## src/sv/swtq_pkg.sv

```systemverilog
// Shared types and constants of the sorted wakeup timer queue.
`default_nettype none

package swtq_pkg;

    // Widths fixed by the beat formats.
    localparam int unsigned TICK_W = 32;
    localparam int unsigned TID_W  = 8;
    // Slot ids stored in the queue cells cover the largest supported pool.
    localparam int unsigned ID_W   = 6;
    localparam int unsigned SLOT_COUNT_DEF = 8;

    typedef enum logic [1:0] {
        OP_CREATE = 2'd0,
        OP_SET    = 2'd1,
        OP_STOP   = 2'd2,
        OP_DELETE = 2'd3
    } op_e_t;

    typedef enum logic [1:0] {
        RES_OK     = 2'd0,
        RES_BAD_ID = 2'd1,
        RES_IN_USE = 2'd2
    } result_e_t;

    typedef enum logic [1:0] {
        CMD_HOLD   = 2'd0,
        CMD_REMOVE = 2'd1,
        CMD_INSERT = 2'd2
    } cell_op_e_t;

    typedef enum logic [1:0] {
        ST_IDLE    = 2'd0,
        ST_REMOVE  = 2'd1,
        ST_INSERT  = 2'd2,
        ST_RESPOND = 2'd3
    } state_e_t;

    typedef struct packed {
        op_e_t               operation;
        logic [TID_W-1:0]    timer_id;
        logic [TICK_W-1:0]   now_tick;
        logic [TICK_W-1:0]   interval;
    } in_beat_t;

    typedef struct packed {
        result_e_t           result_code;
        logic                head_valid;
        logic [2:0]          head_slot;
        logic [TICK_W-1:0]   head_expiry;
        logic [3:0]          free_count;
    } out_beat_t;

    // One queue position: a slot id and its expiry tick.
    typedef struct packed {
        logic                valid;
        logic [ID_W-1:0]     id;
        logic [TICK_W-1:0]   expiry;
    } entry_t;

    // Command broadcast to every cell of the row.
    typedef struct packed {
        cell_op_e_t          op;
        logic [ID_W-1:0]     key;
        logic [TICK_W-1:0]   expiry;
    } cell_cmd_t;

endpackage

`default_nettype wire

```

## src/sv/swtq_cell.sv

```systemverilog
// One position of the expiry-ordered queue row.
`default_nettype none

module swtq_cell (
    input  wire logic                   clk,
    input  wire logic                   rst_n,
    input  wire swtq_pkg::cell_cmd_t    cmd,
    input  wire swtq_pkg::entry_t       left_entry,
    input  wire logic                   left_greater,
    input  wire logic                   left_hit,
    input  wire swtq_pkg::entry_t       right_entry,
    output swtq_pkg::entry_t            entry,
    output logic                        greater,
    output logic                        hit
);

    swtq_pkg::entry_t entry_reg;
    swtq_pkg::entry_t entry_next;
    swtq_pkg::entry_t new_entry;

    // Empty positions sort after every queued timer.
    assign greater = !entry_reg.valid || (entry_reg.expiry > cmd.expiry);
    assign hit     = left_hit || (entry_reg.valid && (entry_reg.id == cmd.key));
    assign entry   = entry_reg;

    always_comb
    begin
        new_entry.valid  = 1'b1;
        new_entry.id     = cmd.key;
        new_entry.expiry = cmd.expiry;
        entry_next       = entry_reg;
        unique case (cmd.op)
            swtq_pkg::CMD_REMOVE:
            begin
                // The removed entry and everything behind it move one place forward.
                if (hit)
                begin
                    entry_next = right_entry;
                end
            end
            swtq_pkg::CMD_INSERT:
            begin
                if (left_greater)
                begin
                    entry_next = left_entry;
                end
                else if (greater)
                begin
                    entry_next = new_entry;
                end
            end
            default:
            begin
                entry_next = entry_reg;
            end
        endcase
    end

    always_ff @(posedge clk or negedge rst_n)
    begin
        if (!rst_n)
        begin
            entry_reg.valid <= 1'b0;
        end
        else
        begin
            entry_reg <= entry_next;
        end
    end

endmodule

`default_nettype wire

```

## src/sv/sorted_wakeup_timer_queue.sv

```systemverilog
// Top level of the sorted wakeup timer queue: control and the row of queue cells.
`default_nettype none

// Channel   Handshake             Payload    Direction
// -------   -------------------   --------   ---------
// in        in_valid/in_stall     in_beat    request beat into the block
// out       out_valid/out_stall   out_beat   one result beat per request
//
// A create, stop or delete beat passes the remove and respond states before
// the next acceptance, a set beat insert too; the cell row passes (remove, then
// insert) are one state each. A stalled result holds the last step until taken.
// Reset clears the queue row, marks every slot free and empties the output.

module sorted_wakeup_timer_queue #(
    parameter int unsigned SLOT_COUNT = swtq_pkg::SLOT_COUNT_DEF
) (
    input  wire logic                 clk,
    input  wire logic                 rst_n,
    input  wire logic                 in_valid,
    output logic                      in_stall,
    input  wire swtq_pkg::in_beat_t   in_beat,
    output logic                      out_valid,
    input  wire logic                 out_stall,
    output swtq_pkg::out_beat_t       out_beat
);

    localparam int unsigned FREE_W = $clog2(SLOT_COUNT + 1);
    localparam int unsigned FREE_X = (FREE_W > 4) ? FREE_W : 4;

    // Control state.
    swtq_pkg::state_e_t        state_reg, state_next;
    logic [SLOT_COUNT-1:0]     created_reg, created_next;
    logic [FREE_W-1:0]         free_reg, free_next;
    logic                      out_valid_reg, out_valid_next;

    // Request and result payload.
    swtq_pkg::op_e_t           op_reg, op_next;
    logic [swtq_pkg::TID_W-1:0]  id_reg, id_next;
    logic [swtq_pkg::TICK_W-1:0] expiry_reg, expiry_next;
    swtq_pkg::result_e_t       code_reg, code_next;
    swtq_pkg::out_beat_t       out_reg, out_next;

    // Cell row wiring.
    swtq_pkg::cell_cmd_t       cmd;
    swtq_pkg::entry_t          entries [SLOT_COUNT];
    logic [SLOT_COUNT-1:0]     greaters;
    logic [SLOT_COUNT-1:0]     hits;

    logic                      in_range;
    logic                      created_hit;
    logic [FREE_X-1:0]         free_ext;

    assign in_stall  = (state_reg != swtq_pkg::ST_IDLE);
    assign out_valid = out_valid_reg;
    assign out_beat  = out_reg;
    assign free_ext  = FREE_X'(free_next);

    // The row: each cell sees its neighbors' contents and the shift flags
    // that ripple from the head toward the tail.
    genvar g;
    generate
        for (g = 0; g < SLOT_COUNT; g++)
        begin : g_cell
            swtq_pkg::entry_t left_e, right_e;
            logic             left_g, left_h;
            if (g == 0)
            begin : g_first
                assign left_e = '0;
                assign left_g = 1'b0;
                assign left_h = 1'b0;
            end
            else
            begin : g_inner
                assign left_e = entries[g-1];
                assign left_g = greaters[g-1];
                assign left_h = hits[g-1];
            end
            if (g == SLOT_COUNT - 1)
            begin : g_last
                assign right_e = '0;
            end
            else
            begin : g_mid
                assign right_e = entries[g+1];
            end
            swtq_cell u_cell (
                .clk          (clk),
                .rst_n        (rst_n),
                .cmd          (cmd),
                .left_entry   (left_e),
                .left_greater (left_g),
                .left_hit     (left_h),
                .right_entry  (right_e),
                .entry        (entries[g]),
                .greater      (greaters[g]),
                .hit          (hits[g])
            );
        end
    endgenerate

    // Slot lookup: range check and whether the slot has been created.
    always_comb
    begin
        in_range    = (id_reg < swtq_pkg::TID_W'(SLOT_COUNT));
        created_hit = 1'b0;
        for (int i = 0; i < SLOT_COUNT; i++)
        begin
            if (id_reg == swtq_pkg::TID_W'(i))
            begin
                created_hit = created_reg[i];
            end
        end
    end

    always_comb
    begin
        state_next     = state_reg;
        created_next   = created_reg;
        free_next      = free_reg;
        op_next        = op_reg;
        id_next        = id_reg;
        expiry_next    = expiry_reg;
        code_next      = code_reg;
        out_next       = out_reg;
        out_valid_next = out_valid_reg && out_stall;

        cmd.op     = swtq_pkg::CMD_HOLD;
        cmd.key    = id_reg[swtq_pkg::ID_W-1:0];
        cmd.expiry = expiry_reg;

        unique case (state_reg)
            swtq_pkg::ST_IDLE:
            begin
                if (in_valid)
                begin
                    op_next     = in_beat.operation;
                    id_next     = in_beat.timer_id;
                    expiry_next = in_beat.now_tick + in_beat.interval;
                    state_next  = swtq_pkg::ST_REMOVE;
                end
            end
            swtq_pkg::ST_REMOVE:
            begin
                state_next = swtq_pkg::ST_RESPOND;
                code_next  = swtq_pkg::RES_OK;
                if (!in_range)
                begin
                    code_next = swtq_pkg::RES_BAD_ID;
                end
                else if (op_reg == swtq_pkg::OP_CREATE)
                begin
                    if (created_hit)
                    begin
                        code_next = swtq_pkg::RES_IN_USE;
                    end
                    else
                    begin
                        for (int i = 0; i < SLOT_COUNT; i++)
                        begin
                            if (id_reg == swtq_pkg::TID_W'(i))
                            begin
                                created_next[i] = 1'b1;
                            end
                        end
                        free_next = free_reg - FREE_W'(1);
                    end
                end
                else if (!created_hit)
                begin
                    code_next = swtq_pkg::RES_BAD_ID;
                end
                else
                begin
                    // Set, stop and delete all take the slot out of the queue
                    // first; a slot that is not queued matches no cell.
                    cmd.op = swtq_pkg::CMD_REMOVE;
                    if (op_reg == swtq_pkg::OP_SET)
                    begin
                        state_next = swtq_pkg::ST_INSERT;
                    end
                    else if (op_reg == swtq_pkg::OP_DELETE)
                    begin
                        for (int i = 0; i < SLOT_COUNT; i++)
                        begin
                            if (id_reg == swtq_pkg::TID_W'(i))
                            begin
                                created_next[i] = 1'b0;
                            end
                        end
                        free_next = free_reg + FREE_W'(1);
                    end
                end
            end
            swtq_pkg::ST_INSERT:
            begin
                // New timer goes behind every queued timer with an equal expiry.
                cmd.op     = swtq_pkg::CMD_INSERT;
                state_next = swtq_pkg::ST_RESPOND;
            end
            swtq_pkg::ST_RESPOND:
            begin
                if (!(out_valid_reg && out_stall))
                begin
                    out_next.result_code = code_reg;
                    out_next.head_valid  = entries[0].valid;
                    out_next.head_slot   = entries[0].valid ? entries[0].id[2:0] : 3'd0;
                    out_next.head_expiry = entries[0].valid ? entries[0].expiry
                                                            : '0;
                    out_next.free_count  = free_ext[3:0];
                    out_valid_next       = 1'b1;
                    state_next           = swtq_pkg::ST_IDLE;
                end
            end
            default:
            begin
                state_next = swtq_pkg::ST_IDLE;
            end
        endcase
    end

    always_ff @(posedge clk or negedge rst_n)
    begin
        if (!rst_n)
        begin
            state_reg     <= swtq_pkg::ST_IDLE;
            created_reg   <= '0;
            free_reg      <= FREE_W'(SLOT_COUNT);
            out_valid_reg <= 1'b0;
        end
        else
        begin
            state_reg     <= state_next;
            created_reg   <= created_next;
            free_reg      <= free_next;
            out_valid_reg <= out_valid_next;
        end
    end

    always_ff @(posedge clk)
    begin
        op_reg     <= op_next;
        id_reg     <= id_next;
        expiry_reg <= expiry_next;
        code_reg   <= code_next;
        out_reg    <= out_next;
    end

endmodule

`default_nettype wire

```

## config.mk

```make
export PLATFORM = sky130hd
export DESIGN_NAME = sorted_wakeup_timer_queue
export DESIGN_NICKNAME = d
export VERILOG_FILES = /design/src/sv/swtq_pkg.sv /design/src/sv/swtq_cell.sv /design/src/sv/sorted_wakeup_timer_queue.sv
export SDC_FILE = /design/constraint.sdc
export NUM_CORES = 1
export LEC_CHECK = 0
export BUFFER_PORTS_ARGS = -buffer_cell sky130_fd_sc_hd__buf_2
export CAP_MARGIN = 20
export CORE_MARGIN = 2
export CORE_UTILIZATION = 28
export DETAILED_ROUTE_END_ITERATION = 8
export GPL_TIMING_DRIVEN = 1
export HOLD_SLACK_MARGIN = 0.06
export PLACE_DENSITY = 0.52
export SLEW_MARGIN = 20
export SYNTH_ARGS = -nofsm -noshare
export SYNTH_HDL_FRONTEND = slang
export SYNTH_SLANG_ARGS = --single-unit
export TNS_END_PERCENT = 30
```

## constraint.sdc

```tcl
create_clock -name clk -period 11.2 [get_ports clk]
set_input_delay 2.24 -clock clk [delete_from_list [all_inputs] [get_ports clk]]
set_output_delay 2.24 -clock clk [all_outputs]
set_load 0.03 [all_outputs]
```

==> reports/results.tsv, run 1 <==
metric	value	unit
drive_above_1_share	9.621	%
sw_frac_of_total	42.68	%
critPathLaunchType	register	
crit_path_end_kind	register	
p_seq_share	35.8	%
rsz0062_at_grt	false	
cts_root_buf	clkbuf_16	
first_pass_iters	7	
cp_max_fo	25	
synthesis.instances	2693	
yosys.area.top_type	edfxtp_1	
start_util	28.10	%
ys_seq_area_share	44.62	%
hold_path.class	reg -> reg	
grtUsageMet3	3.273	%
grt-busiest-layer	met2	
final.setup.tns	0	ps
wl_per_cell	22.55	um
routabilityCongestion	0.8946	
grt.overflow.total	0	
final_common_cell	edfxtp_1	
period_share	48.49	%
antenna_left	0	
vias_per_cell	5.343	
syn_area_per_cell	10.23	um2
pwr-share-comb	42.6	%
io-pin-count	122	
cts_setup_buffers	0	
vdd_drop_max	0.1432	mV
htree_levels	2	
status	finished clean	
cts_buffer_depth	3	
cts-buffers-inserted	49	
hold_viol_final	0	
cp.arrival	5750	ps
synth_seq_cells	413	
grt_pass1_vias	21080	
area_growth	13.23	%
path_clk_slew	60	ps
slew_headroom	30.16	%
met2_usage	28.38	%
grt_pass1_wl	137000	um
cts_resized	0	
cts_sinks	413	
drt-total-wl	92090	um
p_sw	3.160	mW
synthTopCellsByArea	edfxtp_1, ha_1, mux2i_1, a21oi_1, nor2_1	
worst_pin_slew	1046	ps
synth_edf_count	390	
die_h	317.6	um
p_per_area	237.5	nW/um2
slew_viol_final	0	
netlist_area	27540	um2
p_int	4.245	mW
hpwl	65420	um
clock_skew	17.15	ps
dieWidth	317.6	um
clkPwrFrac	21.6	%
async_flop_share	5.569	%
largest_reg_flops	312	
synth_ff_type	edfxtp_1	
synth_top_area_share	42.53	%
finalSetupViolCount	0	
cp.required	11520	ps
yosys_warnings	0	
layout_setup_ws	5769	ps
clk_latency	620	ps
yosysUniqueCellTypes	76	
io_buffer_count	121	
grt_max_degree	199	
drt_iter0_drc	2224	
fin_crit	5431	ps
nets	3135	
drc	0	
worstSetupPathType	reg -> reg	
dieArea	100900	um2
core	97990	um2
use_met1	24.39	%
track_usage	17.74	%
leakagePower	12.40	nW
cts_tree	yes	
clock.fmax	0.1841	GHz
drv_cap	0	
r2r_slack	5770	ps
num-fill-cells	10010	
postLayoutCoreUtil	31.82	%
synth_nets	3071	
finalNonFillerCells	4084	
core.rowCount	115	
placed_cells	3993	
pre_cts_slack	5439	ps
most-common-layout-cells	edfxtp_1, ha_1, a21oi_1	
postCtsHoldBufs	0	
num_vias	21820	
antenna_found_initial	5	
==> worst max-delay path: stages (launching register included) <==
cell and delay (ps):
edfxtp_1 650, or4_4 620, or2_2 320, nor2_1 590, ha_1 280, nand2_1 60
nor2_1 220, o211ai_2 160, nor2_2 300, o41ai_2 210, or4_1 710, o31ai_4 370
a311oi_4 210, buf_4 400
==> synth_stat cells, drive strengths merged (42+ instances only) <==
master,n
nor2b,54
nor2,233
nand3,151
a211o,42
inv,146
ha,299
edfxtp,390
o21ai,149
a21oi,283
nand2,111
nand4,100
mux2i,156
clkbuf,111
xnor2,47
==> power groups by stage <==
stage,clock network (mW),logic (mW),registers (mW)
after global routing,1.69,3.46,2.69
after detailed placement,0,3.12,2.68
after floorplan,0,2.07,2.63
after global placement,0,3.10,2.68
after CTS,1.64,3.13,2.65
final,1.60,3.15,2.65
==> cell type report <==
type | count | area [um2] | area share, %
Tap cell | 1287 | 1610 | 5.165
Sequential cell | 413 | 12290 | 39.41
Antenna cell | 1 | 2.502 | 0.008026
Multi-Input combinational cell | 1993 | 14300 | 45.87
Clock inverter | 28 | 219.0 | 0.7022
Inverter | 146 | 548.0 | 1.758
Timing Repair Buffer | 154 | 882.1 | 2.829
Clock buffer | 62 | 1328 | 4.258
==> stage by stage <==
step | power (mW) | instance area, um2 | hold WS [ps]
floorplan | 4.702 | 27540 | 400.3
global placement | 5.783 | 29620 | 421.2
detailed placement | 5.800 | 29630 | 424.4
CTS | 7.419 | 31180 | 436.5
global route | 7.836 | 31180 | 444.7
finish | 7.405 | 31180 | 429.2
==> path summary, 6_finish.rpt <==
kind / cells after the start / startpoint / end
setup / recovery: 13 / id_reg[4]$_DFFE_PP_ / g_cell[7].u_cell.entry[13]$_SDFFCE_PN0P_
hold / removal: 0 / code_reg[0]$_SDFFCE_PN1N_ / out_beat[40]$_DFFE_PP_
setup reg to reg: 13 / id_reg[4]$_DFFE_PP_ / g_cell[7].u_cell.entry[13]$_SDFFCE_PN0P_
hold reg to reg: 0 / code_reg[0]$_SDFFCE_PN1N_ / out_beat[40]$_DFFE_PP_
max in group asynchronous: 1 / rst_n / g_cell[0].u_cell.entry[38]$_DFFE_PN0P_
min in group asynchronous: 1 / rst_n / free_reg[1]$_DFF_PN0_
==> cells by family (layout without fill, tap and decap cells) <==
kind of cell | Yosys count | count (layout) | share of synthesized area, %
AND/OR/NAND/NOR | 762 | 762 | 13.60
buffers and inverters | 287 | 390 | 3.989
adder cells (fa/ha/maj) | 300 | 300 | 13.66
XOR/XNOR | 74 | 74 | 2.354
other | 0 | 1 | 0
flip-flops | 413 | 413 | 44.62
AO/OA/AOI/OAI | 695 | 695 | 15.78
multiplexers | 162 | 162 | 5.998
==> metal layers <==
| metal | part of all wire [%] | up-vias |
|---|---|---|
| li1 | - | 10330 |
| met1 | 45 | 10640 |
| met2 | 46 | 726 |
| met3 | 6.9 | 121 |
| met4 | 2.7 | 0 |
| met5 | 0 | - |
Note: power is estimated with default switching activity, not from simulation.
==> run 2, diff against run 1 <==
- clock period: 11.2 -> 5.65 ns (I/O delays scaled with it)
==> reports/results.tsv, run 2 (synthesis results as in run 1) <==
metric	value	unit	change
period_share	83.21	%	+35 points
core	97990	um2	unchanged
crit_path_end_kind	register		
cp.arrival	5000	ps	-750 ps
first_pass_iters	8		+1
critPathLaunchType	register		
worstSetupPathType	reg -> reg		
wl_met2	40190	um	-4.2%
final_common_cell	edfxtp_1		
hold_start	code_reg[0]$_SDFFCE_PN1N_		
cp_max_fo	23		-8.0%
cts_buffer_depth	3		unchanged
area_growth	14.01	%	
htree_levels	2		unchanged
cts_root_buf	clkbuf_16		
cts_setup_buffers	0		unchanged
drt-total-wl	90600	um	-1.6%
core.rowCount	115		unchanged
critical-path-top-delay-family	simple AND/OR/NAND/NOR gates		
p_per_area	472.9	nW/um2	+99%
worst_pin_slew	1050	ps	+3.868 ps
fin_crit	4701	ps	-729.9 ps
rr_worst_depth	14		+1
worstPathCellList	buf_4, or4_4, or2_2, nor2_1, ha_1, nand2_1, nor2_1, o211ai_2, nor2_2, o41ai_2, or4_1, o31ai_4, a311oi_4, buf_4		
wl_per_cell	22.14	um	-1.8%
leakagePower	12.49	nW	+0.71%
wl_met3	5407	um	-14%
antenna_found_initial	4		-1
finalSetupViolCount	0		unchanged
layout_setup_ws	948.8	ps	-4820 ps
wl_met1	42750	um	+3.6%
drt_iter0_drc	1946		-13%
clock_skew	51.27	ps	+34.12 ps
postLayoutCoreUtil	32.04	%	+0.22 points
status	finished clean		
vias_per_cell	5.303		-0.75%
drc	0		unchanged
cts_resized	0		unchanged
grt_pass1_vias	20840		-1.1%
clock.fmax	0.2127	GHz	+16%
start_util	28.10	%	unchanged
antenna_left	0		unchanged
dieArea	100900	um2	unchanged
num_vias	21710		-0.53%
largest_reg_flops	312		unchanged
slew_headroom	29.34	%	-0.82 points
postCtsHoldBufs	0		unchanged
path_clk_slew	60	ps	about the same
die_h	317.6	um	unchanged
whs_path_depth	0		unchanged
grt_max_degree	193		-3.0%
most-common-layout-cells	edfxtp_1, ha_1, a21oi_1		
drv_cap	0		unchanged
crit_cells	14		+1
track_usage	17.52	%	-0.22 points
grt.overflow.total	0		unchanged
cts_tree	yes		
r2r_end	g_cell[7].u_cell.entry[4]$_SDFFCE_PN0P_		
path_buf_inv	2		+1
rr_startpoint	id_reg[4]$_DFFE_PP_		
cts_sinks	413		unchanged
hold_viol_final	0		unchanged
slew_viol_final	0		unchanged
highest_layer	met5		
routabilityCongestion	0.8903		-0.48%
pre_cts_slack	924.2	ps	-4514 ps
slowest_stage	or4_1		
cp.required	5950	ps	-5570 ps
grt_pass1_wl	136000	um	-0.75%
slowest_delay	710	ps	about the same
vdd_drop_max	0.3707	mV	+160%
io_buffer_count	121		unchanged
clk_latency	620	ps	about the same
rsz0062_at_grt	false		
hold_path.class	reg -> reg		
hpwl	64480	um	-1.4%
nets	3143		+0.26%
dieWidth	317.6	um	unchanged
r2r_slack	950	ps	-4820 ps
cts-buffers-inserted	50		+2.0%
io-pin-count	122		unchanged
drive_above_1_share	9.947	%	+0.33 points
min_to	out_beat[40]$_DFFE_PP_		
## run 2: layout make-up
class | count | area (um2)
Fill cell | 10050 | 66590
Multi-Input combinational cell | 1993 | 14300
Sequential cell | 413 | 12290
Tap cell | 1287 | 1610
Clock buffer | 59 | 1295
Timing Repair Buffer | 161 | 980.9
Inverter | 146 | 548.0
Clock inverter | 33 | 366.6
Antenna cell | 1 | 2.502
## run 2: stage by stage
step                      hold slack (ps)  std cells  total power, mW  area, um2  setup TNS, ps
after floorplan                     400.3       2693            9.320      27550         -26170
after global placement              404.3       3999            11.44      29710              0
after detailed placement            428.1       4000            11.49      29730              0
after CTS                           421.9       4092            14.92      31390              0
after global routing                435.0       4092            15.78      31390              0
final                               422.8       4093            14.84      31390              0
## run 2: metal layers
metal  track usage (%)  vias to the layer above
met5                 0                        -
met4             4.571                        6
met3             2.567                      121
met2             27.59                      676
met1             25.08                    10560
li1                  -                    10340
## run 2: report_power, final
group | total [mW] | internal, mW | leakage [nW] | switching [mW]
logic | 6.27 | 2.10 | 7.80 | 4.17
registers | 5.20 | 4.55 | 3.89 | 0.659
clock network | 3.37 | 1.96 | 0.805 | 1.41
total | 14.8 | 8.61 | 12.5 | 6.24
## run 2: how the worst max path moves through the flow
stage	slack [ps]	from	endpoint
floorplan	-470	id_reg[4]$_DFFE_PP_	g_cell[0].u_cell.entry[0]$_DFFE_PP_
global placement	960	in_beat[4]	expiry_reg[28]$_DFFE_PP_
detailed placement	920	in_beat[4]	expiry_reg[28]$_DFFE_PP_
CTS	950	id_reg[4]$_DFFE_PP_	g_cell[7].u_cell.entry[2]$_SDFFCE_PN0P_
global route	770	id_reg[4]$_DFFE_PP_	g_cell[7].u_cell.entry[4]$_SDFFCE_PN0P_
finish	950	id_reg[4]$_DFFE_PP_	g_cell[7].u_cell.entry[4]$_SDFFCE_PN0P_
==> run 3, diff against run 2 <==
- PLACE_DENSITY: 0.52 -> 0.53
- clock period: 5.65 -> 3.85 ns (I/O delays scaled with it)
==> reports/results.tsv, run 3 (synthesis results as in run 1) <==
metric	value	unit	change
status	finished clean		
p_seq_share	33.1	%	-2.0 points
whs	211.6	ps	-211.1 ps
grt.overflow.total	0		unchanged
die_h	317.6	um	unchanged
rsz0062_at_grt	false		
leakagePower	13.34	nW	+6.8%
htree_levels	2		unchanged
fin_crit	3669	ps	-1032 ps
drt_iter0_drc	1749		-10%
placed_cells	4139		+3.5%
cts_buffer_depth	3		unchanged
cts_setup_buffers	0		unchanged
layout_setup_ws	181.2	ps	-767.6 ps
final_common_cell	edfxtp_1		
cts_resized	0		unchanged
nets	3284		+4.5%
dieArea	100900	um2	unchanged
drc	0		unchanged
crit_path_end_kind	register		
core	97990	um2	unchanged
largest_reg_flops	312		unchanged
grt_max_degree	171		-11%
drt-total-wl	90940	um	+0.37%
p_per_area	688.9	nW/um2	+46%
grt_pass1_wl	137600	um	+1.2%
final_area	32880	um2	+4.7%
cp.arrival	4020	ps	-980 ps
start_util	28.10	%	unchanged
critPathLaunchType	register		
slew_viol_final	0		unchanged
first_pass_iters	5		-3
most-common-layout-cells	edfxtp_1, ha_1, a21oi_1		
io_buffer_count	121		unchanged
grt_pass1_vias	21280		+2.1%
clock_skew	30.27	ps	-21.00 ps
hold_viol_final	0		unchanged
track_usage	17.63	%	+0.11 points
antenna_left	0		unchanged
routabilityCongestion	0.8843		-0.67%
area_growth	19.41	%	
hold_path.class	in -> async		
p_sw	9.262	mW	+48%
sw_frac_of_total	40.89	%	-1.1 points
cts-buffers-inserted	52		+4.0%
vdd_drop_max	0.4468	mV	+21%
drv_cap	0		unchanged
slowest_stage	a211oi_1		
cts_tree	yes		
dieWidth	317.6	um	unchanged
critPathMostFrequentCell	buf_4		
wl_per_cell	21.46	um	-3.1%
core.rowCount	115		unchanged
pwr-share-comb	43.9	%	+1.7 points
slew_headroom	42.76	%	+13 points
antenna_found_initial	1		-3
io-pin-count	122		unchanged
critical-path-top-delay-family	compound AO/OA/AOI/OAI gates		
slowest_delay	450	ps	-260 ps
path_clk_slew	60	ps	about the same
cp.required	4200	ps	-1750 ps
hpwl	67500	um	+4.7%
vias_per_cell	5.214		-1.7%
cp_max_fo	20		-13%
worst_pin_slew	858.6	ps	-191.7 ps
finalSetupViolCount	0		unchanged
p_int	13.39	mW	+56%
final.setup.tns	0	ps	unchanged
place_area	31070	um2	+4.5%
clock.fmax	0.2726	GHz	+28%
period_share	95.29	%	+12 points
path_buf_inv	5		+3
num_vias	22100		+1.8%
cts_root_buf	clkbuf_16		
drive_above_1_share	14.64	%	+4.7 points
worstPathCellList	inv_1, buf_4, ha_1, and4_1, a31o_2, a211oi_1, o221ai_1, buf_4, a21o_1, o21ai_4, nor3b_1, buf_4, nor3_4, buf_12		
postCtsHoldBufs	0		unchanged
worstSetupPathType	reg -> reg		
cts_sinks	413		unchanged
pre_cts_slack	-38.86	ps	-963.0 ps
finalNonFillerCells	4238		+3.5%
clk_latency	610	ps	about the same
clkPwrFrac	23.0	%	+0.3 points
-- run 3: cell types whose count changed in the layout (fill, tap and decap cells not counted), sizes merged --
cell,delta
buf,+139
clkbuf,+7
clkinv,+2
clkinvlp,-2
inv,-1
-- run 3: path summary, 6_finish.rpt --
| check | start | endpoint | slack (ps) | cells past startpoint |
|---|---|---|---|---|
| min in group clk | in_beat[73] | op_reg[1]$_DFFE_PP_ | 350 | 1 |
| max in group asynchronous | rst_n | free_reg[3]$_DFF_PN1_ | 3320 | 2 |
| hold reg to reg | code_reg[1]$_SDFFCE_PP0N_ | out_beat[41]$_DFFE_PP_ | 430 | 0 |
| hold / removal | rst_n | g_cell[7].u_cell.entry[38]$_DFFE_PN0P_ | 210 | 2 |
| setup reg to reg | expiry_reg[19]$_DFFE_PP_ | g_cell[3].u_cell.entry[23]$_DFFE_PP_ | 180 | 14 |
| setup / recovery | expiry_reg[19]$_DFFE_PP_ | g_cell[3].u_cell.entry[23]$_DFFE_PP_ | 180 | 14 |
-- run 3: worst register-to-register path, stage by stage (launching register included) --
cell and delay (ps):
edfxtp_1 360, inv_1 70, buf_4 150, ha_1 300, and4_1 190, a31o_2 250, a211oi_1 450, o221ai_1 260
buf_4 200, a21o_1 220, o21ai_4 300, nor3b_1 260, buf_4 160, nor3_4 50, buf_12 190
-- run 3: area by class of cell --
| type | instances | area (um2) |
|---|---|---|
| tap | 1287 | 1610 |
| timing repair buffer | 300 | 2275 |
| multi-input combinational | 1993 | 14340 |
| inverter | 146 | 548.0 |
| fill | 9933 | 65110 |
| clock inverter | 32 | 365.4 |
| antenna | 1 | 2.502 |
| sequential | 413 | 12290 |
| clock buffer | 66 | 1446 |
-- run 3: power groups by stage --
stage,Combinational [mW],Sequential (mW),Clock [mW]
global route,10.9,7.62,5.51
floorplan,6.11,7.61,0
finish,9.93,7.50,5.22
global placement,9.82,7.59,0
detailed placement,9.92,7.58,0
CTS,9.96,7.50,5.34
-- run 3: per-stage QoR --
step                      total power, mW  util, %
after floorplan                     13.72        -
after global placement              17.41    31.70
after detailed placement            17.50    31.70
after CTS                           22.80    33.55
after global routing                24.06    33.55
final                               22.65    33.56
-- run 3: routing by layer --
metal / global-route usage (%) / part of all wire [%]
met3: 2.076 / 5.0
met4: 4.021 / 2.0
met1: 24.80 / 47
met5: 0 / 0
met2: 28.93 / 46
